**src/rtl/ps2mpt_pkg.sv**
```systemverilog
// Package for the PS/2 mouse packet tracker: shared types, codes and constants.
// No dependencies; every module of the block imports it.
`timescale 1ns / 1ps

package ps2mpt_pkg;

   // Stream and register widths.
   localparam int ReqDataWidth = 8;
   localparam int RspDataWidth = 80;
   localparam int CsrAddrWidth = 4;
   localparam int CsrDataWidth = 32;

   // Byte codes of the PS/2 protocol.
   localparam logic [7:0] AckByte  = 8'hFA;
   localparam int         XSignBit = 4;
   localparam int         YSignBit = 5;

   // Event kinds carried on the request tuser bit.
   typedef enum logic {
      MODE_RECEIVED = 1'b0,
      MODE_COMMAND  = 1'b1
   } mode_type;

   // Register indexes (byte address divided by four).
   typedef enum logic [1:0] {
      CSR_SPEED_SHIFT   = 2'd0,
      CSR_SCREEN_WIDTH  = 2'd1,
      CSR_SCREEN_HEIGHT = 2'd2
   } csr_index_type;

   localparam logic [3:0]  SpeedShiftReset   = 4'd6;
   localparam logic [12:0] ScreenWidthReset  = 13'd80;
   localparam logic [12:0] ScreenHeightReset = 13'd25;
   localparam logic [15:0] FineXReset        = 16'd40;
   localparam logic [15:0] FineYReset        = 16'd12;
   localparam logic [7:0]  PendingAckMax     = 8'hFF;
   localparam logic [11:0] ScreenMax         = 12'hFFF;

   typedef struct packed {
      logic [3:0]  speed_shift;
      logic [12:0] screen_width;
      logic [12:0] screen_height;
   } cfg_type;

   // A decoded packet together with the updated fine positions.
   typedef struct packed {
      logic [2:0]         buttons;
      logic signed [8:0]  delta_x;
      logic signed [9:0]  delta_y;
      logic [15:0]        position_x;
      logic [15:0]        position_y;
   } pkt_type;

endpackage

```
**src/rtl/ps2mpt_csr.sv**
```systemverilog
// Configuration register bank of the PS/2 mouse packet tracker (APB-style port).
// Depends on ps2mpt_pkg.
`timescale 1ns / 1ps

module ps2mpt_csr (
   input  logic                                clock,
   input  logic                                reset,
   input  logic                                csr_psel,
   input  logic                                csr_penable,
   input  logic                                csr_pwrite,
   input  logic [ps2mpt_pkg::CsrAddrWidth-1:0] csr_paddr,
   input  logic [ps2mpt_pkg::CsrDataWidth-1:0] csr_pwdata,
   output logic [ps2mpt_pkg::CsrDataWidth-1:0] csr_prdata,
   output logic                                csr_pready,
   output ps2mpt_pkg::cfg_type                 cfg
);
   import ps2mpt_pkg::*;

   cfg_type       cfg_ff;
   cfg_type       cfg_in;
   csr_index_type index;
   logic          write_en;

   assign csr_pready = 1'b1;
   assign index      = csr_index_type'(csr_paddr[CsrAddrWidth-1:2]);
   assign write_en   = csr_psel && csr_penable && csr_pwrite && csr_pready;

   always_comb begin
      cfg_in = cfg_ff;
      if (write_en) begin
         case (index)
            CSR_SPEED_SHIFT:   cfg_in.speed_shift   = csr_pwdata[3:0];
            CSR_SCREEN_WIDTH:  cfg_in.screen_width  = csr_pwdata[12:0];
            CSR_SCREEN_HEIGHT: cfg_in.screen_height = csr_pwdata[12:0];
            default:           cfg_in = cfg_ff;
         endcase
      end
   end

   always_ff @(posedge clock) begin
      if (reset) begin
         cfg_ff.speed_shift   <= SpeedShiftReset;
         cfg_ff.screen_width  <= ScreenWidthReset;
         cfg_ff.screen_height <= ScreenHeightReset;
      end else begin
         cfg_ff <= cfg_in;
      end
   end

   always_comb begin
      case (index)
         CSR_SPEED_SHIFT:   csr_prdata = {28'd0, cfg_ff.speed_shift};
         CSR_SCREEN_WIDTH:  csr_prdata = {19'd0, cfg_ff.screen_width};
         CSR_SCREEN_HEIGHT: csr_prdata = {19'd0, cfg_ff.screen_height};
         default:           csr_prdata = '0;
      endcase
   end

   assign cfg = cfg_ff;

endmodule

```
**src/rtl/ps2mpt_track.sv**
```systemverilog
// Byte tracker: acknowledge filtering, packet assembly, delta decode and
// saturating position accumulation, ending in the packet register.
// Depends on ps2mpt_pkg.
`timescale 1ns / 1ps

module ps2mpt_track (
   input  logic                clock,
   input  logic                reset,
   input  logic                accept,
   input  logic                mode,
   input  logic [7:0]          data_byte,
   input  logic [3:0]          speed_shift,
   input  logic                pkt_take,
   output logic                pkt_valid,
   output ps2mpt_pkg::pkt_type pkt
);
   import ps2mpt_pkg::*;

   logic [7:0]  pending_ff, pending_in;
   logic [1:0]  index_ff, index_in;
   logic [7:0]  byte0_ff, byte0_in;
   logic [7:0]  byte1_ff, byte1_in;
   logic [15:0] fine_x_ff, fine_x_in;
   logic [15:0] fine_y_ff, fine_y_in;
   logic        valid_ff, valid_in;
   pkt_type     pkt_ff, pkt_in;
   logic        complete;

   logic signed [8:0]  delta_x;
   logic signed [8:0]  raw_y;
   logic signed [9:0]  delta_y;
   logic [15:0]        new_x;
   logic [15:0]        new_y;

   // Adds a shifted delta to a position and clamps the sum to 0..65535.
   function automatic logic [15:0] accumulate(input logic [15:0] pos,
                                              input logic signed [9:0] delta,
                                              input logic [3:0] shift);
      logic signed [25:0] step;
      logic signed [25:0] sum;
      step = $signed({{16{delta[9]}}, delta}) <<< shift;
      sum  = $signed({10'd0, pos}) + step;
      if (sum[25])
         return 16'd0;
      else if (sum[24:16] != 9'd0)
         return 16'hFFFF;
      else
         return sum[15:0];
   endfunction

   // A zero magnitude byte decodes to zero whatever its sign bit says.
   assign delta_x = (byte1_ff == 8'd0) ? 9'sd0 : $signed({byte0_ff[XSignBit], byte1_ff});
   assign raw_y   = (data_byte == 8'd0) ? 9'sd0 : $signed({byte0_ff[YSignBit], data_byte});
   assign delta_y = -$signed({raw_y[8], raw_y});
   assign new_x   = accumulate(fine_x_ff, {delta_x[8], delta_x}, speed_shift);
   assign new_y   = accumulate(fine_y_ff, delta_y, speed_shift);

   always_comb begin
      pending_in = pending_ff;
      index_in   = index_ff;
      byte0_in   = byte0_ff;
      byte1_in   = byte1_ff;
      fine_x_in  = fine_x_ff;
      fine_y_in  = fine_y_ff;
      complete   = 1'b0;
      if (accept) begin
         if (mode_type'(mode) == MODE_COMMAND) begin
            if (pending_ff != PendingAckMax)
               pending_in = pending_ff + 8'd1;
         end else if (pending_ff != 8'd0 && data_byte == AckByte) begin
            pending_in = pending_ff - 8'd1;
         end else begin
            pending_in = 8'd0;
            case (index_ff)
               2'd0: begin
                  byte0_in = data_byte;
                  index_in = 2'd1;
               end
               2'd1: begin
                  byte1_in = data_byte;
                  index_in = 2'd2;
               end
               default: begin
                  index_in  = 2'd0;
                  fine_x_in = new_x;
                  fine_y_in = new_y;
                  complete  = 1'b1;
               end
            endcase
         end
      end
   end

   always_comb begin
      pkt_in.buttons    = byte0_ff[2:0];
      pkt_in.delta_x    = delta_x;
      pkt_in.delta_y    = delta_y;
      pkt_in.position_x = new_x;
      pkt_in.position_y = new_y;
      if (complete)
         valid_in = 1'b1;
      else if (pkt_take)
         valid_in = 1'b0;
      else
         valid_in = valid_ff;
   end

   always_ff @(posedge clock) begin
      if (reset) begin
         pending_ff <= 8'd0;
         index_ff   <= 2'd0;
         fine_x_ff  <= FineXReset;
         fine_y_ff  <= FineYReset;
         valid_ff   <= 1'b0;
      end else begin
         pending_ff <= pending_in;
         index_ff   <= index_in;
         fine_x_ff  <= fine_x_in;
         fine_y_ff  <= fine_y_in;
         valid_ff   <= valid_in;
      end
   end

   always_ff @(posedge clock) begin
      byte0_ff <= byte0_in;
      byte1_ff <= byte1_in;
      if (complete)
         pkt_ff <= pkt_in;
   end

   assign pkt_valid = valid_ff;
   assign pkt       = pkt_ff;

endmodule

```
**src/rtl/ps2mpt_scale.sv**
```systemverilog
// Screen scaling stage and result register of the PS/2 mouse packet tracker.
// Depends on ps2mpt_pkg.
`timescale 1ns / 1ps

module ps2mpt_scale (
   input  logic                                clock,
   input  logic                                reset,
   input  logic                                pkt_valid,
   input  ps2mpt_pkg::pkt_type                 pkt,
   input  logic [12:0]                         screen_width,
   input  logic [12:0]                         screen_height,
   output logic                                pkt_take,
   output logic                                rsp_tvalid,
   input  logic                                rsp_tready,
   output logic [ps2mpt_pkg::RspDataWidth-1:0] rsp_tdata
);
   import ps2mpt_pkg::*;

   logic                    valid_ff, valid_in;
   logic [RspDataWidth-1:0] data_ff, data_in;
   logic                    room;
   logic [28:0]             prod_x;
   logic [28:0]             prod_y;
   logic [11:0]             screen_x;
   logic [11:0]             screen_y;

   // The result register takes a packet when empty or when its transfer completes.
   assign room     = !valid_ff || rsp_tready;
   assign pkt_take = pkt_valid && room;

   assign prod_x = pkt.position_x * screen_width;
   assign prod_y = pkt.position_y * screen_height;

   // Oversized screen settings can push the scaled value past 4095; clamp it.
   assign screen_x = prod_x[28] ? ScreenMax : prod_x[27:16];
   assign screen_y = prod_y[28] ? ScreenMax : prod_y[27:16];

   assign data_in = {2'b00, screen_y, screen_x, pkt.position_y, pkt.position_x,
                     pkt.delta_y, pkt.delta_x, pkt.buttons};

   always_comb begin
      if (room)
         valid_in = pkt_valid;
      else
         valid_in = valid_ff;
   end

   always_ff @(posedge clock) begin
      if (reset)
         valid_ff <= 1'b0;
      else
         valid_ff <= valid_in;
   end

   always_ff @(posedge clock) begin
      if (pkt_take)
         data_ff <= data_in;
   end

   assign rsp_tvalid = valid_ff;
   assign rsp_tdata  = data_ff;

endmodule

```
**src/rtl/ps2_mouse_packet_tracker.sv**
```systemverilog
// PS/2 mouse packet tracker, top level.
// A completed packet is held in the packet register, then in the result register.
// Throughput: one request per cycle; the tracker register and the scaling multiply
// register form a two-stage pipeline, and only a stalled result holds off requests.
// Reset (synchronous): no pending acknowledges, packet at byte 0, position (40, 12),
// speed shift 6, screen 80 x 25, no result pending.
`timescale 1ns / 1ps

module ps2_mouse_packet_tracker (
   input  logic                                clock,
   input  logic                                reset,
   input  logic                                req_tvalid,
   output logic                                req_tready,
   input  logic [ps2mpt_pkg::ReqDataWidth-1:0] req_tdata,  // [7:0] data_byte
   input  logic                                req_tuser,  // [0] mode
   output logic                                rsp_tvalid,
   input  logic                                rsp_tready,
   // [2:0] buttons, [11:3] delta_x, [21:12] delta_y, [37:22] position_x,
   // [53:38] position_y, [65:54] screen_x, [77:66] screen_y, [79:78] zero
   output logic [ps2mpt_pkg::RspDataWidth-1:0] rsp_tdata,
   input  logic                                csr_psel,
   input  logic                                csr_penable,
   input  logic                                csr_pwrite,
   input  logic [ps2mpt_pkg::CsrAddrWidth-1:0] csr_paddr,
   input  logic [ps2mpt_pkg::CsrDataWidth-1:0] csr_pwdata,
   output logic [ps2mpt_pkg::CsrDataWidth-1:0] csr_prdata,
   output logic                                csr_pready
);
   import ps2mpt_pkg::*;

   cfg_type cfg;
   pkt_type pkt;
   logic    pkt_valid;
   logic    pkt_take;
   logic    accept;

   assign req_tready = !pkt_valid || pkt_take;
   assign accept     = req_tvalid && req_tready;

   ps2mpt_csr u_csr (
      .clock       (clock),
      .reset       (reset),
      .csr_psel    (csr_psel),
      .csr_penable (csr_penable),
      .csr_pwrite  (csr_pwrite),
      .csr_paddr   (csr_paddr),
      .csr_pwdata  (csr_pwdata),
      .csr_prdata  (csr_prdata),
      .csr_pready  (csr_pready),
      .cfg         (cfg)
   );

   ps2mpt_track u_track (
      .clock       (clock),
      .reset       (reset),
      .accept      (accept),
      .mode        (req_tuser),
      .data_byte   (req_tdata),
      .speed_shift (cfg.speed_shift),
      .pkt_take    (pkt_take),
      .pkt_valid   (pkt_valid),
      .pkt         (pkt)
   );

   ps2mpt_scale u_scale (
      .clock         (clock),
      .reset         (reset),
      .pkt_valid     (pkt_valid),
      .pkt           (pkt),
      .screen_width  (cfg.screen_width),
      .screen_height (cfg.screen_height),
      .pkt_take      (pkt_take),
      .rsp_tvalid    (rsp_tvalid),
      .rsp_tready    (rsp_tready),
      .rsp_tdata     (rsp_tdata)
   );

endmodule

```
**config.mk**
```make
export PLATFORM = sky130hd
export DESIGN_NAME = ps2_mouse_packet_tracker
export DESIGN_NICKNAME = d
export VERILOG_FILES = /design/src/rtl/ps2mpt_pkg.sv /design/src/rtl/ps2mpt_csr.sv /design/src/rtl/ps2mpt_track.sv /design/src/rtl/ps2mpt_scale.sv /design/src/rtl/ps2_mouse_packet_tracker.sv
export SDC_FILE = /design/constraint.sdc
export NUM_CORES = 1
export LEC_CHECK = 0
export BUFFER_PORTS_ARGS = -buffer_cell sky130_fd_sc_hd__buf_2
export CAP_MARGIN = 20
export CORE_MARGIN = 2
export CORE_UTILIZATION = 40
export CTS_BUF_LIST = sky130_fd_sc_hd__clkbuf_16
export DETAILED_ROUTE_END_ITERATION = 12
export PLACE_DENSITY = 0.6
export SLEW_MARGIN = 0
export SYNTH_ARGS = -nofsm -noshare
export SYNTH_HDL_FRONTEND = slang
export SYNTH_SLANG_ARGS = --single-unit
```
**constraint.sdc**
```tcl
create_clock -name clock -period 9.8 [get_ports clock]
set_clock_uncertainty 0.15 [all_clocks]
set_input_delay 0.98 -clock clock [delete_from_list [all_inputs] [get_ports clock]]
set_output_delay 0.98 -clock clock [all_outputs]
set_load 0.005 [all_outputs]
```
==> results of run 1 <==
==> layer usage <==
| metal | wire length [um] | GRT usage [%] | share of wire [%] | vias to the layer above |
|---|---|---|---|---|
| li1 | - | - | - | 8272 |
| met5 | 29 | 0 | 0.051 | - |
| met4 | 1460 | 5.51 | 2.6 | 4 |
| met1 | 25400 | 25.7 | 45 | 8979 |
| met3 | 2950 | 2.31 | 5.2 | 95 |
| met2 | 27200 | 31.7 | 48 | 437 |
==> cell type report <==
type,count,area (um^2),area share [%]
timing repair buffer,133,691,2.68
clock inverter,23,228,0.883
clock buffer,29,726,2.81
multi-input combinational,1795,15800,61.3
inverter,405,1520,5.90
tap,773,967,3.75
sequential,219,5840,22.6
==> cells by family (layout without fill, tap and decap cells) <==
family / Yosys count / after routing / synth area share [%]
multiplexers: 32 / 32 / 1.49
buffers and inverters: 567 / 590 / 9.45
AND/OR/NAND/NOR: 809 / 809 / 16.3
flip-flops: 219 / 219 / 24.5
adder cells (fa/ha/maj): 484 / 484 / 35.1
AO/OA/AOI/OAI: 382 / 382 / 10.7
XOR/XNOR: 66 / 66 / 2.43
other: 2 / 22 / 0.0315
==> power groups by stage <==
stage | Combinational (uW) | Sequential, uW | Clock [uW]
after floorplan | 287 | 1020 | 0
after global placement | 354 | 1030 | 0
after detailed placement | 364 | 1030 | 0
after CTS | 368 | 1010 | 1100
after global routing | 422 | 1010 | 1130
final | 364 | 1010 | 1070
==> per-stage QoR <==
stage | cell area, um^2 | cells
after floorplan | 23900 | 2581
after global placement | 24800 | 3324
after detailed placement | 24800 | 3324
after CTS | 25800 | 3376
after global routing | 25800 | 3377
final | 25800 | 3377
==> placed cells by master (no fill, tap or decap), drive strengths merged, types with 5 or more instances in the layout <==
master  Yosys  layout
a21oi     129     129
or3         8       8
a211oi     12      12
xnor2      37      37
inv       404     414
o22ai      17      17
and2      193     193
dfxtp      74      74
nand3      20      20
clkbuf    126      29
o21a        7       7
nor3b       5       5
a311oi     10      10
a22oi       6       6
and3       10      10
or2         5       5
a31oi      14      14
a211o       8       8
edfxtp    145     145
nor2      102     102
nor4        7       7
buf        36     133
mux2i      26      26
o21bai     16      16
a22o        9       9
o31ai       7       7
o211ai     15      15
xor2       29      29
a21o       18      18
clkinv      1       8
nand2b     11      11
a221o      16      16
nand2     377     377
ha        176     176
fa        308     308
conb        2      22
nor2b      23      23
nand4       9       9
nor3       29      29
o21ai      62      62
==> sequential cells by signal (all words and copies together) (netlist names) <==
| register | count |
|---|---|
| u_scale.rsp_tvalid | 1 |
| u_csr.cfg | 30 |
| u_track.byte1_ff | 8 |
| u_track.fine_x_ff | 16 |
| u_track.pkt_valid | 1 |
| u_scale.rsp_tdata | 78 |
| u_track.byte0_ff | 5 |
| u_track.pkt | 54 |
| u_track.index_ff | 2 |
| u_track.fine_y_ff | 16 |
| u_track.pending_ff | 8 |
==> final timing paths <==
path,startpoint,to,slack [ns],cells after the start
min reg2reg,u_track.pkt[46],u_scale.rsp_tdata[7],0.27,0
max,u_csr.cfg[14],u_scale.rsp_tdata[56],2.40,21
max reg2reg,u_csr.cfg[14],u_scale.rsp_tdata[56],2.40,21
min,u_track.pkt[46],u_scale.rsp_tdata[7],0.27,0
==> critical path: stages (launching register included) <==
cell and delay (ns):
dfxtp_1 0.83, nand2_1 0.18, fa_1 0.57, inv_1 0.05
fa_1 0.48, fa_1 0.52, inv_1 0.05, fa_1 0.52
inv_1 0.05, fa_1 0.46, ha_1 0.30, o21ai_0 0.08
nand2b_1 0.09, a21oi_1 0.07, o21ai_0 0.30, o2111a_1 0.35
o31a_1 0.26, a31oi_1 0.17, o31ai_1 0.46, a21oi_1 0.16
xnor2_1 0.73, o21ai_0 0.24
==> results.py, run 1 <==
metrics = {
    "routing": {
        "ant_nets": 0,
        "drt_wl_total_um": 57100,
        "routed-via-count": 17800,
        "dr.first_iter.drc_count": 1023,
        "drc": 0,
        "wire_per_inst_um": 16.9,
        "vias_per_cell": 5.27,
        "dr.pass1.iters": 5,
    },
    "place": {
        "port_buffers": 123,
        "dp_worst_setup_slack_ns": 1.92,
        "hpwlAfterDp_um": 42900,
        "place.gp.congestion": 0.902,
    },
    "cells_and_area": {
        "fin_nets": 3119,
        "drive_gt1_share_pct": 8.29,
        "syn2layout_area_growth_pct": 8.25,
        "fill_cells": 5717,
        "post-route-util_pct": 43.8,
        "antenna_cells": 0,
    },
    "logic_synthesis": {
        "syn_area_um2": 23800,
        "synth_edf_count": 145,
        "ys.flop_type": "edfxtp_1",
        "synth_top_cell_by_area": "fa_1",
        "synthTopCellsByCount": "inv_1, nand2_1, fa_1, and2_1, ha_1",
        "ys_top_cells_by_area": "fa_1, edfxtp_1, ha_1",
        "syn_area_per_cell_um2": 9.30,
        "async_reset_ff_share_pct": 0,
        "ys_warn_count": 0,
        "synthDominantCellAreaShare_pct": 25.9,
        "synthCells": 2561,
        "yosysMostFrequentCell": "inv_1",
        "ys_ff_latch": 219,
        "synth.distinct_cells": 83,
        "synth-seq-area-share_pct": 24.5,
    },
    "floorplanning": {
        "die-area_um2": 61500,
        "fp.dieW_um": 248,
        "initial_core_util_pct": 40.4,
        "core_area_um2": 58900,
        "dieHeight_um": 248,
        "num_rows": 89,
        "pin_count": 167,
    },
    "sta": {
        "rsz0062_at_grt": "no",
        "setup-tns-final_ns": 0,
        "hold_slack_ns": 0.271,
        "max_freq_ghz": 0.135,
        "post-route-period-util_pct": 75.5,
        "setup_viol": 0,
        "fin_crit_ns": 7.40,
        "finalWorstSetupSlack_ns": 2.40,
        "relSlewSlack_pct": 32.1,
        "hold_violations": 0,
        "worst_pin_slew_ns": 1.01,
        "final_max_slew_viol_count": 0,
    },
    "clocking": {
        "clockBufferDepth": 3,
        "postCtsSetupBuffers": 0,
        "cts-root-buf": "clkbuf_16",
        "numCtsBuffers": 29,
        "path_clk_slew_ns": 0.06,
        "cts.hold.buffers_added": 0,
        "h-tree-depth": 1,
        "cts.sinks": 219,
        "cts_tree": "yes",
        "clkLatencyLatePin_ns": 0.57,
        "post_cts_resized": 0,
    },
    "worst_setup_path": {
        "cp.arrival_ns": 7.50,
        "end_kind": "register",
        "cp-start-kind": "register",
        "cp_data_required_time_ns": 9.90,
        "crit_type": "reg2reg",
        "crit_path_max_fanout": 17,
    },
    "global_routing": {
        "grt_max_degree": 57,
        "grt_pass1_vias": 18300,
        "grt_first_pass_wirelength_um": 93300,
        "antenna_found_initial": 2,
        "grt.overflow.total": 0,
        "grt_use_total_pct": 18.9,
    },
    "power": {
        "clkPwrFrac_pct": 43.7,
        "finalPower_uw": 2440,
        "powerDensity_nw_per_um2": 94.6,
        "combPwrFrac_pct": 14.9,
        "pwr-share-seq_pct": 41.4,
        "intPower_uw": 1780,
        "p_switching_uw": 659,
        "p_sw_share_pct": 27.0,
        "leakagePower_uw": 0.0118,
        "ir_worst_vdd_mv": 0.152,
    },
    "min_path": {
        "hold_class": "reg2reg",
    },
    "status": {
        "status": "completed",
    },
    "flow_run": {
        "max_cap_violations": 0,
    },
}
(Power assumes the default switching activity.)
==> inputs of run 2 (changes only) <==
==> constraint.sdc (replaced) <==
create_clock -name clock -period 7.2 [get_ports clock]
set_clock_uncertainty 0.15 [all_clocks]
set_input_delay 0.72 -clock clock [delete_from_list [all_inputs] [get_ports clock]]
set_output_delay 0.72 -clock clock [all_outputs]
set_load 0.005 [all_outputs]
==> run 2 against run 1 <==
- maximum frequency is 12% higher
- clock-buffer cell count fell by 1
- clock power rose by 32%
- final area increased by 1.7%
- setup slack worse by 1.8 ns
- register-to-register slack lost 1.8 ns
==> results.py, run 2 (synthesized netlist as in run 1, its figures left out) <==
metrics = {
    "global_routing": {
        "grt_use_total_pct": 19.5,
        "antenna_found_initial": 2,
        "grt.overflow.total": 0,
        "grt_first_pass_wirelength_um": 96300,
        "grt_max_degree": 51,
        "grt_pass1_vias": 18400,
    },
    "clocking": {
        "path_clk_slew_ns": 0.06,
        "clkLatencyLatePin_ns": 0.57,
        "cts.hold.buffers_added": 0,
        "clockBufferDepth": 3,
        "post_cts_resized": 0,
        "cts-root-buf": "clkbuf_16",
        "cts_tree": "yes",
        "h-tree-depth": 1,
        "numCtsBuffers": 27,
        "cts.sinks": 219,
        "postCtsSetupBuffers": 0,
    },
    "routing": {
        "drt_wl_total_um": 58500,
        "dr.pass1.iters": 5,
        "ant_nets": 0,
        "routed-via-count": 17900,
        "wire_per_inst_um": 17.0,
        "vias_per_cell": 5.21,
        "dr.first_iter.drc_count": 1058,
        "drc": 0,
    },
    "floorplanning": {
        "core_area_um2": 58900,
        "die-area_um2": 61500,
        "dieHeight_um": 248,
        "initial_core_util_pct": 40.4,
        "fp.dieW_um": 248,
        "num_rows": 89,
        "pin_count": 167,
    },
    "sta": {
        "setup_viol": 0,
        "setup-tns-final_ns": 0,
        "final_max_slew_viol_count": 0,
        "fin_crit_ns": 6.64,
        "hold_slack_ns": 0.263,
        "post-route-period-util_pct": 92.2,
        "worst_pin_slew_ns": 1.00,
        "finalWorstSetupSlack_ns": 0.564,
        "rsz0062_at_grt": "no",
        "relSlewSlack_pct": 33.1,
        "hold_violations": 0,
        "max_freq_ghz": 0.151,
    },
    "worst_setup_path": {
        "crit_path_frequent_cell": "fa_1",
        "cp.arrival_ns": 6.78,
        "r2r-start": "u_csr.cfg[2]",
        "cp-start-kind": "register",
        "end_kind": "register",
        "crit_path_max_fanout": 15,
        "path_cells": "nand2_1, fa_1, inv_1, fa_1, fa_1, inv_1, fa_1, fa_1, inv_1, ha_1, a211o_1, o32ai_1, nor2_1, a21oi_1, o311ai_0, a31o_2, a21oi_1, xnor2_1, buf_4, o21ai_0",
        "worstSetupStartpoint": "u_csr.cfg[2]",
        "critPathBufInv": 4,
        "cp_data_required_time_ns": 7.35,
        "critical-path-max-stage-delay_ns": 0.70,
        "cp_slowest_cell": "dfxtp_1",
        "crit_family": "adder cells",
        "crit_type": "reg2reg",
    },
    "power": {
        "finalPower_uw": 3290,
        "leakagePower_uw": 0.0121,
        "ir_worst_vdd_mv": 0.177,
        "powerDensity_nw_per_um2": 126,
    },
    "place": {
        "hpwlAfterDp_um": 46500,
        "place.gp.congestion": 0.865,
        "port_buffers": 123,
        "dp_worst_setup_slack_ns": 0.429,
    },
    "cells_and_area": {
        "fin_nets": 3178,
        "layout_common_cells": "inv_1, nand2_1, fa_1",
        "layout_commonest_cell": "inv_1",
        "drive_gt1_share_pct": 10.5,
        "largest_register_ff_count": 78,
        "post-route-util_pct": 44.5,
        "syn2layout_area_growth_pct": 10.1,
    },
    "flow_run": {
        "max_cap_violations": 0,
    },
    "min_path": {
        "hp-start": "csr_pwdata[9]",
        "hold_class": "in2reg",
    },
    "status": {
        "status": "completed",
    },
}
==> run 2: changes by cell type in the layout (fill, tap and decap cells not counted) <==
cell        previous run  this run
buf_12                 0         1
buf_2                123       124
buf_4                 10        69
bufinv_16              4         3
clkbuf_16             29        28
clkinv_1               2         4
clkinv_4               1         4
clkinvlp_4             2         5
diode_2                0         1
inv_1                408       401
inv_8                  1         0
nor2_1               101       102
nor2_2                 1         0
==> run 2: cell type report <==
| class | count | area, um^2 |
|---|---|---|
| fill | 5702 | 32700 |
| multi-input combinational | 1795 | 15800 |
| clock inverter | 22 | 216 |
| antenna | 1 | 2.50 |
| timing repair buffer | 194 | 1160 |
| tap | 773 | 967 |
| sequential | 219 | 5840 |
| clock buffer | 28 | 701 |
| inverter | 405 | 1520 |
==> run 2: where the power goes <==
group / total, uW / internal (uW) / switching (uW)
clock network: 1410 / 820 / 591
logic: 516 / 209 / 308
registers: 1370 / 1350 / 17.2
==> run 2: stage by stage <==
stage / cells / area [um^2]
6_report: 3437 / 26200
5_1_grt: 3436 / 26200
4_1_cts: 3434 / 26200
3_5_place_dp: 3384 / 25300
3_3_place_gp: 3384 / 25300
2_1_floorplan: 2581 / 23900
==> run 2: worst paths after layout <==
kind | to | slack [ns] | depth (start not counted)
min reg2reg | u_scale.rsp_tdata[11] | 0.27 | 0
max | u_scale.rsp_tdata[70] | 0.56 | 20
min | u_csr.cfg[9] | 0.26 | 3
max reg2reg | u_scale.rsp_tdata[70] | 0.56 | 20
==> run 2: tightest hold or removal path, cell delays in order <==
cell,delay [ns]
buf_2,0.11
nand2_1,0.05
a21oi_1,0.05
==> run 2: layer usage <==
metal | vias up | part of all wire [%] | wire length (um) | track usage [%]
met5 | - | 0.048 | 28 | 0
met1 | 8997 | 45 | 26500 | 27.0
met3 | 75 | 6.1 | 3590 | 3.05
met4 | 4 | 1.9 | 1120 | 4.65
li1 | 8385 | - | - | -
met2 | 432 | 47 | 27300 | 32.2
